==> src/rtl/core/ssc_pkg.sv <==
package ssc_pkg;

	localparam int MAX_SLOTS   = 32;
	localparam int NUM_SPRITES = 128;
	localparam int SLOT_AW     = $clog2(MAX_SLOTS);
	localparam int CNT_W       = 6;
	localparam int SPR_W       = 7;
	localparam int PAT_AW      = SPR_W + 4;

	localparam logic [2:0] MODE_PATTERN = 3'd0;
	localparam logic [2:0] MODE_TRANSP  = 3'd1;
	localparam logic [2:0] MODE_SLOT    = 3'd2;
	localparam logic [2:0] MODE_COUNT   = 3'd3;
	localparam logic [2:0] MODE_SORT    = 3'd4;
	localparam logic [2:0] MODE_RENDER  = 3'd5;

	typedef enum logic [2:0] {
		RA_J, RA_JM1, RA_KM2, RA_WL, RA_WF, RA_K
	} rd_sel_t;

	typedef struct packed {
		logic [15:0]      y;
		logic [15:0]      x;
		logic [SPR_W-1:0] spr;
		logic [7:0]       depth;
		logic             blink;
	} slot_t;

	typedef struct packed {
		logic    wr_pat;
		logic    wr_trn;
		logic    wr_slot;
		logic    set_cnt;
		logic    ld_line;
		logic    rd_en;
		rd_sel_t rd_sel;
		logic    ld_key;
		logic    wr_key;
		logic    wr_shift;
		logic    j_init;
		logic    j_inc;
		logic    k_from_j;
		logic    k_dec;
		logic    k_from_wf;
		logic    k_inc;
		logic    win_clr;
		logic    wl_inc;
		logic    wf_inc;
		logic    pix_rd;
		logic    out_pix;
		logic    out_done;
	} cmd_t;

	typedef struct packed {
		logic j_lt_cnt;
		logic k_zero;
		logic key_before;
		logic wl_lt_cnt;
		logic wf_lt_cnt;
		logic y_le_line;
		logic y_le_lm16;
		logic k_lt_wl;
		logic cnt_zero;
		logic draw_ok;
		logic out_busy;
	} stat_t;

endpackage

==> src/rtl/core/ssc_ctrl.sv <==
module ssc_ctrl (
	input  logic          clk,
	input  logic          arst_n,
	input  logic          in_valid,
	input  logic [2:0]    mode,
	output logic          in_ready,
	input  ssc_pkg::stat_t st,
	output ssc_pkg::cmd_t  cmd
);
	import ssc_pkg::*;

	typedef enum logic [3:0] {
		IDLE, S_J, S_KEY, S_CMP, R_START, R_WL_RD, R_WL_CMP, R_WF_RD, R_WF_CMP,
		R_K_RD, R_K_CHK, R_K_PIX, R_DONE
	} state_t;

	state_t state_q, state_d;
	logic   acc;

	assign in_ready = (state_q == IDLE);
	assign acc      = in_valid && in_ready;

	always_comb begin
		cmd     = '0;
		state_d = state_q;
		unique case (state_q)
			IDLE: begin
				if (acc) begin
					unique case (mode)
						MODE_PATTERN: cmd.wr_pat = 1'b1;
						MODE_TRANSP:  cmd.wr_trn = 1'b1;
						MODE_SLOT:    cmd.wr_slot = 1'b1;
						MODE_COUNT:   cmd.set_cnt = 1'b1;
						MODE_SORT: begin
							cmd.j_init = 1'b1;
							state_d    = S_J;
						end
						MODE_RENDER: begin
							cmd.ld_line = 1'b1;
							state_d     = R_START;
						end
						default: ;
					endcase
				end
			end
			S_J: begin
				if (st.j_lt_cnt) begin
					cmd.rd_en  = 1'b1;
					cmd.rd_sel = RA_J;
					state_d    = S_KEY;
				end else begin
					cmd.win_clr = 1'b1;
					state_d     = IDLE;
				end
			end
			S_KEY: begin
				cmd.ld_key   = 1'b1;
				cmd.k_from_j = 1'b1;
				cmd.rd_en    = 1'b1;
				cmd.rd_sel   = RA_JM1;
				state_d      = S_CMP;
			end
			S_CMP: begin
				if (!st.k_zero && st.key_before) begin
					cmd.wr_shift = 1'b1;
					cmd.k_dec    = 1'b1;
					cmd.rd_en    = 1'b1;
					cmd.rd_sel   = RA_KM2;
				end else begin
					cmd.wr_key = 1'b1;
					cmd.j_inc  = 1'b1;
					state_d    = S_J;
				end
			end
			R_START: state_d = st.cnt_zero ? R_DONE : R_WL_RD;
			R_WL_RD: begin
				if (st.wl_lt_cnt) begin
					cmd.rd_en  = 1'b1;
					cmd.rd_sel = RA_WL;
					state_d    = R_WL_CMP;
				end else begin
					state_d = R_WF_RD;
				end
			end
			R_WL_CMP: begin
				if (st.y_le_line) begin
					cmd.wl_inc = 1'b1;
					state_d    = R_WL_RD;
				end else begin
					state_d = R_WF_RD;
				end
			end
			R_WF_RD: begin
				if (st.wf_lt_cnt) begin
					cmd.rd_en  = 1'b1;
					cmd.rd_sel = RA_WF;
					state_d    = R_WF_CMP;
				end else begin
					cmd.k_from_wf = 1'b1;
					state_d       = R_K_RD;
				end
			end
			R_WF_CMP: begin
				if (st.y_le_lm16) begin
					cmd.wf_inc = 1'b1;
					state_d    = R_WF_RD;
				end else begin
					cmd.k_from_wf = 1'b1;
					state_d       = R_K_RD;
				end
			end
			R_K_RD: begin
				if (st.k_lt_wl) begin
					cmd.rd_en  = 1'b1;
					cmd.rd_sel = RA_K;
					state_d    = R_K_CHK;
				end else begin
					state_d = R_DONE;
				end
			end
			R_K_CHK: begin
				if (st.draw_ok) begin
					cmd.pix_rd = 1'b1;
					state_d    = R_K_PIX;
				end else begin
					cmd.k_inc = 1'b1;
					state_d   = R_K_RD;
				end
			end
			R_K_PIX: begin
				if (!st.out_busy) begin
					cmd.out_pix = 1'b1;
					cmd.k_inc   = 1'b1;
					state_d     = R_K_RD;
				end
			end
			R_DONE: begin
				if (!st.out_busy) begin
					cmd.out_done = 1'b1;
					state_d      = IDLE;
				end
			end
			default: state_d = IDLE;
		endcase
	end

	always_ff @(posedge clk or negedge arst_n) begin
		if (!arst_n) begin
			state_q <= IDLE;
		end else begin
			state_q <= state_d;
		end
	end

	// a word is only loaded into the output register when it is free
	a_pix_free: assert property (@(posedge clk) disable iff (!arst_n)
		(cmd.out_pix || cmd.out_done) |-> !st.out_busy)
		else $error("output load while stalled");
	a_pix_after_chk: assert property (@(posedge clk) disable iff (!arst_n)
		$rose(state_q == R_K_PIX) |-> $past(cmd.pix_rd))
		else $error("pixel state without pattern read");
	a_sort_exit: assert property (@(posedge clk) disable iff (!arst_n)
		cmd.win_clr |=> in_ready)
		else $error("sort did not return to idle");
endmodule

==> config.mk <==
export PLATFORM = sky130hd
export DESIGN_NAME = ssc_ctrl
export DESIGN_NICKNAME = d
export VERILOG_FILES = /design/src/rtl/core/ssc_pkg.sv /design/src/rtl/core/ssc_ctrl.sv
export SDC_FILE = /design/constraint.sdc
export NUM_CORES = 1
export LEC_CHECK = 0
export BUFFER_PORTS_ARGS = -buffer_cell sky130_fd_sc_hd__buf_4
export CORE_UTILIZATION = 46
export DETAILED_ROUTE_END_ITERATION = 10
export PLACE_DENSITY = 0.83
export SYNTH_ARGS = -nofsm -noshare
export SYNTH_HDL_FRONTEND = slang
export SYNTH_SLANG_ARGS = --single-unit
==> constraint.sdc <==
create_clock -name clk -period 5.4 [get_ports clk]
set_clock_uncertainty 0.1 [all_clocks]
set_input_delay 1.35 -clock clk [delete_from_list [all_inputs] [get_ports clk]]
set_output_delay 1.35 -clock clk [all_outputs]
set_load 0.05 [all_outputs]
After elaboration in Yosys (flattened, before gate mapping):

Cells that the tools add are included.

* logic and storage cells: 81
* output and inout bits: 25
* register bits after elaboration: 4

* reductions and logical operators: 6
* eq/ne operators: 22
* multiplexer cells: 52

Operator list (number)
* $pmux W4 S13: 1
* $mux W4: 11
* $mux W1: 29
* $pmux W4 S6: 1
* $eq A4 B4 Y1 const B: 5
* $eq A4 B3 Y1 const B: 4
* $mux W5: 2
* $eq A4 B2 Y1 const B: 2
* $mux W2: 4
* $pmux W4 S2: 1
* $eq A3 B2 Y1 const B: 2
* $eq A3 B3 Y1 const B: 2
* $ne A2 B2 Y1 const B: 3
* $reduce_and A5 Y1: 1
* $eq A4 B1 Y1 const B: 1
* $logic_not A4 Y1: 1
* $pmux W1 S2: 2
* $eq A3 B1 Y1 const B: 1
* $logic_not A3 Y1: 1
* $mux W3: 1
* $ne A3 B1 Y1 const B: 1
* $logic_and A1 B1 Y1: 2
* $ne A2 B1 Y1 const B: 1
* $logic_not A1 Y1: 1

Logic depth before layout (Yosys ltp):

Gate-level depths: netlist of run 1.

* depth after elaboration: 4
* gate-level depth with buffers: 6

Worst setup path before layout of run 1:

OpenSTA, ideal clock, no wires.

* path type: in2out
* from: input in_valid
* to: output cmd[21] (netlist bit)
* stages: 2
* path slack: 0.871 ns
* required time: 3.950 ns
* arrival time: 3.079 ns
* buffers on the path: 0
* path through: nand2_2 -> nor4b_1

RTL lines
* start: declaration: RTL line ssc_ctrl.sv:4 `input logic in_valid,`
* end: declaration: RTL line ssc_ctrl.sv:8 `output ssc_pkg::cmd_t cmd`

==> results of run 1 <==
cells by family (layout without fill, tap and decap cells):
logic type / after synthesis / in the layout / synth area share
AOI/OAI and AO/OA: 26 / 26 / 0.257
buffers and inverters: 12 / 46 / 0.123
DFF: 4 / 4 / 0.137
muxes: 1 / 1 / 0.0137
and+or+nand+nor: 53 / 53 / 0.468
cells in the mapped netlist, types with 3 or more instances:
| master | count |
|---|---|
| nor2_1 | 11 |
| a21oi_1 | 6 |
| nand2_1 | 6 |
| nand2b_1 | 5 |
| nor2b_1 | 5 |
| a32oi_1 | 4 |
| and3_1 | 4 |
| buf_6 | 4 |
| dfrtp_1 | 4 |
| nor3_1 | 4 |
| buf_2 | 3 |
| buf_4 | 3 |
| nand3b_1 | 3 |
through the flow:
step	power, W	setup WS, ps	cells	utilization	hold WS (ps)
final	0.000513	1560	146	0.670	588
after CTS	0.000514	1560	146	0.670	591
after global placement	0.000472	1570	143	0.655	579
after floorplan	0.000408	871	96	-	482
after detailed placement	0.000476	1560	143	0.655	586
after global routing	0.000548	1490	146	0.670	657
worst max-delay path by stage:
stage / slack [ps] / end / cells past startpoint
after global routing: 1490 / cmd[18] / 6
final: 1560 / cmd[18] / 6
after floorplan: 870 / cmd[21] / 2
after detailed placement: 1560 / cmd[18] / 6
after CTS: 1560 / cmd[18] / 6
after global placement: 1570 / cmd[18] / 6
power groups by stage:
stage / Sequential [W] / Combinational (W) / Clock [W]
after floorplan: 0.0000505 / 0.000357 / 0
after global placement: 0.0000836 / 0.000388 / 0
after detailed placement: 0.0000836 / 0.000392 / 0
after CTS: 0.0000830 / 0.000393 / 0.0000382
after global routing: 0.0000883 / 0.000417 / 0.0000420
final: 0.0000839 / 0.000392 / 0.0000370
layer usage:
metal  GRT usage  vias up  wire, um
met3      0.0522        0       135
met5           0        -         0
met2       0.403       33       928
met1       0.266      397       860
met4      0.0194        0         0
li1            -      426         -
final cells by class:
type | count | area, um^2 | area share
Multi-Input combinational cell | 80 | 539 | 0.541
Timing Repair Buffer | 41 | 308 | 0.309
Sequential cell | 4 | 100 | 0.100
Clock buffer | 3 | 22.5 | 0.0226
Tap cell | 16 | 20.0 | 0.0201
Inverter | 2 | 7.51 | 0.00753
==> flow_metrics.env, run 1 <==
export IMPL_clockBufferDepth=2
export IMPL_reg_top3="state_q: 4 flops"
export IMPL_netlist_instances=96
export IMPL_rows=14
export IMPL_comb_power_share=0.764
export IMPL_async_reset_ff_frac=1.00
export IMPL_cts_hold_buf=0
export IMPL_synthFlopType="dfrtp_1"
export IMPL_cts_resized=0
export IMPL_final_cell_mix="41 x buf_4, 11 x nor2_1, 6 x nand2_1, 6 x a21oi_1"
export IMPL_worstHoldPathCells=1
export IMPL_pwr_share_seq=0.164
export IMPL_power_density_nw_per_um2=514
export IMPL_htree_levels=1
export IMPL_hold_path_endpoint="state_q[1]"
export IMPL_die_height_um=41.8
export IMPL_slew_violations=0
export IMPL_grt_max_degree=19
export IMPL_vias=856
export IMPL_rsz0062_at_grt="false"
export IMPL_post_dp_hpwl_um=1500
export IMPL_yosysWarnings=0
export IMPL_synth_top_area_cell="dfrtp_1"
export IMPL_routed_wl_um=1930
export IMPL_synth_area_um2=729
export IMPL_slowest_stage="or3_1"
export IMPL_path_class="in -> out"
export IMPL_ff2ff_path_depth=4
export IMPL_critPathLaunchType="primary input"
export IMPL_r2r_end="state_q[0]"
export IMPL_io_buffers=41
export IMPL_final_net_count=149
export IMPL_post_synth_cell_area_avg_um2=7.60
export IMPL_worst_pin_slew_ps=560
export IMPL_largest_reg_flops=4
export IMPL_cp_required_ps=3950
export IMPL_status="complete, no violations"
export IMPL_path_clk_slew_ps=40
export IMPL_ys_types=42
export IMPL_drc_errors=0
export IMPL_grt_usage=0.220
export IMPL_fmax_mhz=261
export IMPL_ant_nets=0
export IMPL_critical_path_top_delay_family="simple AND/OR/NAND/NOR gates"
export IMPL_timing_reg2reg_setup_slack_ps=3490
export IMPL_min_period_ps=3840
export IMPL_max_slew_margin=0.626
export IMPL_core_region_area_um2=1490
export IMPL_syn_nets=113
export IMPL_place_gp_congestion=0.844
export IMPL_drt_wirelength_per_cell_um=13.2
export IMPL_layout_commonest_cell="buf_4"
export IMPL_die_w_um=41.8
export IMPL_min_path_type="reg -> reg"
export IMPL_cp_slowest_stage_delay_ps=360
export IMPL_hold_violations=0
export IMPL_initial_core_util=0.490
export IMPL_drt_iter0_drc=21
export IMPL_grt_overflow=0
export IMPL_placed_cell_area_um2=975
export IMPL_synth_edff_count=0
export IMPL_cp_buffers_inverters=2
export IMPL_first_global_vias=742
export IMPL_ioPinCount=42
export IMPL_timing_critical_path_from="st[3]"
export IMPL_sw_frac_of_total=0.606
export IMPL_pwr_share_clk=0.072
export IMPL_fin_tns_setup_ps=0
export IMPL_seq_area_frac_synth=0.137
export IMPL_ir_drop_uv=319
export IMPL_fin_crit_sh=0.711
export IMPL_root_buffer="clkbuf_4"
export IMPL_setup_viol=0
export IMPL_worst_setup_path_end_kind="primary output"
export IMPL_cts_sinks=4
export IMPL_cts_tree="done"
export IMPL_clk_latency_ps=230
export IMPL_holdCritStartpoint="state_q[3]"
export IMPL_critPathMostFrequentCell="buf_4"
export IMPL_r2r_start="state_q[1]"
export IMPL_design_area_um2=997
export IMPL_n_antenna_cell=0
export IMPL_grt_pass1_wl_um=3090
export IMPL_crit_arrival_ps=2390
export IMPL_die_area_um2=1750
export IMPL_p_leak_nw=0.463
export IMPL_drt_pass1_iterations=4
export IMPL_internal_power_w=0.000202
export IMPL_drv_cap=0
export IMPL_synth_top_area_share=0.137
export IMPL_fill_cells=139
export IMPL_critPathMaxFanout=3
export IMPL_drive_above_1_share=0.392
export IMPL_yosys_top_cells_area="dfrtp_1 14%, buf_6 6.2%, nor2_1 5.7%"
export IMPL_grt_antenna_before_repair=0
export IMPL_power_switching_w=0.000311
export IMPL_largest_register="state_q"
export IMPL_synth_seq_cells=4
export IMPL_cts_buffers=3
export IMPL_viasPerCell=5.86
export IMPL_postCtsSetupBuffers=0
export IMPL_area_delta_synth_final_pct=36.7
export IMPL_crit_chain="buf_4, nor2b_1, a32oi_1, nor2_1, or3_1, buf_4"
Power figures use the tool's default switching activity.
==> run 2, diff against run 1 <==
- CORE_UTILIZATION: 46 -> 39
- PLACE_DENSITY: 0.83 -> 0.75
- clock period: 5.4 -> 3.4 ns (I/O delays scaled with it)
==> run 2 against run 1 <==
  * Worst setup slack got worse by 1200 ps
  * Flip-flop and latch count unchanged
  * First-iteration DRC count decreased by 57%
  * Sequential share of layout area decreased by 0.19 points
  * Cell area increased by 1.9%
  * Clock power increased by 59%
  * Largest cell class unchanged
==> flow_metrics.env, run 2 (synthesized netlist as in run 1, its figures left out) <==
export IMPL_min_period_ps=3040
export IMPL_drv_cap=0
export IMPL_drt_pass1_iterations=4
export IMPL_slew_violations=0
export IMPL_io_buffers=41
export IMPL_core_region_area_um2=1750
export IMPL_place_gp_congestion=0.855
export IMPL_path_clk_slew_ps=40
export IMPL_initial_core_util=0.418
export IMPL_die_area_um2=2050
export IMPL_post_dp_hpwl_um=1660
export IMPL_final_net_count=150
export IMPL_root_buffer="clkbuf_4"
export IMPL_critPathLaunchType="flip-flop"
export IMPL_p_leak_nw=0.468
export IMPL_largest_reg_flops=4
export IMPL_grt_antenna_before_repair=0
export IMPL_final_util=0.582
export IMPL_grt_pass1_wl_um=3200
export IMPL_grt_overflow=0
export IMPL_htree_levels=1
export IMPL_die_height_um=45.2
export IMPL_rsz0062_at_grt="false"
export IMPL_max_slew_margin=0.619
export IMPL_path_class="reg -> out"
export IMPL_cts_buffers=3
export IMPL_crit_arrival_ps=2090
export IMPL_ant_nets=0
export IMPL_clk_latency_ps=240
export IMPL_cp_slowest_stage_delay_ps=690
export IMPL_n_antenna_cell=0
export IMPL_cts_hold_buf=0
export IMPL_cts_tree="done"
export IMPL_power_density_nw_per_um2=812
export IMPL_grt_usage=0.212
export IMPL_fin_crit_sh=0.894
export IMPL_hold_violations=0
export IMPL_viasPerCell=5.63
export IMPL_layout_commonest_cell="buf_4"
export IMPL_vias=879
export IMPL_postCtsSetupBuffers=0
export IMPL_fmax_mhz=329
export IMPL_drt_wirelength_per_cell_um=13.3
export IMPL_cts_resized=0
export IMPL_ir_drop_uv=345
export IMPL_largest_register="state_q"
export IMPL_slowest_stage="dfrtp_1"
export IMPL_reg_top3="state_q: 4 flops"
export IMPL_first_global_vias=717
export IMPL_r2r_end="state_q[3]"
export IMPL_drc_errors=0
export IMPL_fill_cells=182
export IMPL_crit_chain="nand2_1, nor4b_4, a31o_2, or3_1, buf_4"
export IMPL_worst_setup_path_end_kind="primary output"
export IMPL_timing_reg2reg_setup_slack_ps=1510
export IMPL_die_w_um=45.2
export IMPL_grt_max_degree=19
export IMPL_cts_sinks=4
export IMPL_drt_iter0_drc=9
export IMPL_min_path_type="in -> async"
export IMPL_ff2ff_path_depth=4
export IMPL_drive_above_1_share=0.397
export IMPL_design_area_um2=1020
export IMPL_setup_viol=0
export IMPL_worst_pin_slew_ps=570
export IMPL_routed_wl_um=2070
export IMPL_critPathMaxFanout=18
export IMPL_area_delta_synth_final_pct=39.3
export IMPL_clockBufferDepth=2
export IMPL_final_cell_mix="42 x buf_4, 11 x nor2_1, 6 x nand2_1, 6 x a21oi_1"
export IMPL_cp_required_ps=2450
export IMPL_placed_cell_area_um2=993
export IMPL_rows=15
export IMPL_ioPinCount=42
export IMPL_r2r_start="state_q[1]"
export IMPL_status="complete, no violations"
[run 2: changes by cell type in the layout (fill, tap and decap cells not counted)]
cell,previous run,this run
buf_4,41,42
[run 2: worst max-delay path by stage]
stage	startpoint	endpoint	slack [ps]	cells past startpoint
3_3_place_gp	st[3]	cmd[18]	570	6
2_1_floorplan	state_q[2]	cmd[21]	-580	5
4_1_cts	state_q[1]	cmd[18]	360	5
3_5_place_dp	st[3]	cmd[18]	560	6
5_1_grt	state_q[1]	cmd[18]	150	5
6_report	state_q[1]	cmd[18]	360	5
[run 2: cell type report]
type	instances	area (um^2)	area share
Tap cell	25	31.3	0.0308
Clock buffer	3	22.5	0.0222
Sequential cell	4	100	0.0985
Inverter	2	7.51	0.00739
Multi-Input combinational cell	80	539	0.531
Timing Repair Buffer	42	315	0.310
[run 2: worst max-delay path: cells and delay by family (launching register included)]
kind / cells / cell delay, ps
AOI/OAI and AO/OA: 1 / 170
buffers and inverters: 1 / 180
DFF: 1 / 690
and+or+nand+nor: 3 / 800
[run 2: metal layers]
metal,GRT usage,part of all wire
met2,0.348,0.51
met5,0,0
met4,0.0182,0
met1,0.280,0.42
met3,0.0720,0.078
[run 2: power by group]
part | switching [W] | internal, W | total [W]
registers | 0.0000622 | 0.0000652 | 0.000127
logic | 0.000419 | 0.000220 | 0.000639
clock network | 0.0000195 | 0.0000395 | 0.0000590
total | 0.000501 | 0.000324 | 0.000825
[run 2: metrics by stage]
stage	power [W]	setup WS (ps)	std cells	TNS, ps	hold slack, ps
2_1_floorplan	0.000648	-585	96	-2090	454
3_3_place_gp	0.000760	574	153	0	545
3_5_place_dp	0.000766	560	153	0	547
4_1_cts	0.000828	358	156	0	294
5_1_grt	0.000889	149	156	0	286
6_report	0.000825	359	156	0	299
==> run 3, diff against run 2 <==
--- a/config.mk
+++ b/config.mk
@@ -8,5 +8,5 @@
 export BUFFER_PORTS_ARGS = -buffer_cell sky130_fd_sc_hd__buf_4
-export CORE_UTILIZATION = 39
+export CORE_UTILIZATION = 46
 export DETAILED_ROUTE_END_ITERATION = 10
-export PLACE_DENSITY = 0.75
+export PLACE_DENSITY = 0.83
 export SYNTH_ARGS = -nofsm -noshare
==> constraint.sdc (replaced) <==
create_clock -name clk -period 3.8 [get_ports clk]
set_clock_uncertainty 0.1 [all_clocks]
set_input_delay 0.19 -clock clk [delete_from_list [all_inputs] [get_ports clk]]
set_output_delay 0.19 -clock clk [all_outputs]
set_load 0.05 [all_outputs]
==> run 3 against run 2 <==
  * Worst setup slack gained 1000 ps
  * Hold slack lost 130 ps
  * Total power shrank 11%
  * Critical path depth is the same
  * Clock-buffer cell count is the same
  * Global-route usage grew 3.9 points
  * Combinational power shrank 12%
  * Clock power shrank 10%
  * Final cell count shrank 5.8%
  * Routed wire length grew 0.29%
  * Via count grew 2.0%
==> flow_metrics.env, run 3 (synthesized netlist as in run 1, its figures left out) <==
export IMPL_grt_overflow=0
export IMPL_io_buffers=41
export IMPL_worst_slack_ps=1400
export IMPL_worst_pin_slew_ps=568
export IMPL_max_slew_margin=0.621
export IMPL_fin_crit_sh=0.630
export IMPL_hold_path_endpoint="state_q[2]"
export IMPL_drt_pass1_iterations=4
export IMPL_grt_usage=0.251
export IMPL_grt_antenna_before_repair=0
export IMPL_grt_max_degree=19
export IMPL_cp_required_ps=3510
export IMPL_reg_top3="state_q: 4 flops"
export IMPL_status="complete, no violations"
export IMPL_layout_commonest_cell="buf_4"
export IMPL_critPathMaxFanout=18
export IMPL_path_class="reg -> out"
export IMPL_n_antenna_cell=0
export IMPL_ir_drop_uv=320
export IMPL_routed_wl_um=2080
export IMPL_cts_sinks=4
export IMPL_drv_cap=0
export IMPL_clockBufferDepth=2
export IMPL_path_clk_slew_ps=40
export IMPL_largest_register="state_q"
export IMPL_drt_iter0_drc=20
export IMPL_worstHoldPathCells=3
export IMPL_clk_latency_ps=240
export IMPL_die_height_um=41.8
export IMPL_holdCritStartpoint="st[0]"
export IMPL_ant_nets=0
export IMPL_rsz0062_at_grt="false"
export IMPL_crit_arrival_ps=2110
export IMPL_hold_violations=0
export IMPL_r2r_end="state_q[2]"
export IMPL_design_area_um2=1010
export IMPL_min_period_ps=2400
export IMPL_power_density_nw_per_um2=733
export IMPL_fmax_mhz=417
export IMPL_area_delta_synth_final_pct=38.1
export IMPL_cts_tree="done"
export IMPL_die_w_um=41.8
export IMPL_critPathLaunchType="flip-flop"
export IMPL_htree_levels=1
export IMPL_root_buffer="clkbuf_4"
export IMPL_viasPerCell=6.10
export IMPL_core_region_area_um2=1490
export IMPL_min_path_type="in -> reg"
export IMPL_r2r_start="state_q[1]"
export IMPL_setup_viol=0
export IMPL_ff2ff_path_depth=4
export IMPL_initial_core_util=0.490
export IMPL_drc_errors=0
export IMPL_slew_violations=0
export IMPL_fin_tns_setup_ps=0
export IMPL_final_net_count=150
export IMPL_postCtsSetupBuffers=0
export IMPL_largest_reg_flops=4
export IMPL_ioPinCount=42
export IMPL_timing_reg2reg_setup_slack_ps=1900
export IMPL_die_area_um2=1750
export IMPL_holdWs_ps=168
export IMPL_placed_cell_area_um2=975
export IMPL_rows=14
export IMPL_p_leak_nw=0.467
export IMPL_grt_pass1_wl_um=3560
export IMPL_pre_cts_ws_ps=1670
export IMPL_post_dp_hpwl_um=1590
export IMPL_cts_buffers=3
export IMPL_place_gp_congestion=0.866
export IMPL_drive_above_1_share=0.389
export IMPL_drt_wirelength_per_cell_um=14.1
export IMPL_final_cell_mix="41 x buf_4, 11 x nor2_1, 6 x nand2_1, 6 x a21oi_1"
export IMPL_worst_setup_path_end_kind="primary output"
export IMPL_vias=897
export IMPL_first_global_vias=842
run 3: cell types whose count changed in the layout (fill, tap and decap cells not counted):
cell	previous run	this run
buf_4	42	41
dlygate4sd3_1	0	1
run 3: critical path, stage by stage, from the launching register on:
cell	delay (ps)
dfrtp_1	680
nand2_1	300
nor4b_4	400
a31o_2	180
or3_1	110
buf_4	190
run 3: timing repair:
item                      in CTS  in global routing
hold endpoints to repair       4                  0
gates resized for setup        0                  0
hold buffers                   1                  0
run 3: through the flow:
stage	instances	power, W	util
floorplan	96	0.000580	-
global placement	143	0.000670	0.655
detailed placement	143	0.000680	0.655
CTS	147	0.000736	0.676
global route	147	0.000789	0.676
finish	147	0.000738	0.676
run 3: layout make-up:
class                           count  area (um^2)
Clock buffer                        3         22.5
Fill cell                         138          482
Inverter                            2         7.51
Multi-Input combinational cell     80          539
Sequential cell                     4          100
Tap cell                           16         20.0
Timing Repair Buffer               42          318
run 3: report_power, final:
group          internal, W  switching [W]
combinational     0.000194       0.000372
sequential       0.0000583      0.0000611
clock            0.0000353      0.0000177
run 3: worst max path at each step:
stage,slack [ps],from,endpoint
after floorplan,480,state_q[2],cmd[21]
after global placement,1750,state_q[1],cmd[18]
after detailed placement,1670,state_q[1],cmd[18]
after CTS,1410,state_q[1],cmd[18]
after global routing,1240,state_q[1],cmd[18]
final,1400,state_q[1],cmd[18]
run 3: routing by layer:
metal | routed length, um | part of all wire | vias to the layer above | GRT usage
met4 | 0 | 0 | 0 | 0.0774
met1 | 861 | 0.41 | 413 | 0.320
met3 | 167 | 0.080 | 0 | 0.0391
met2 | 1050 | 0.50 | 50 | 0.431
li1 | - | - | 434 | -
met5 | 0 | 0 | - | 0
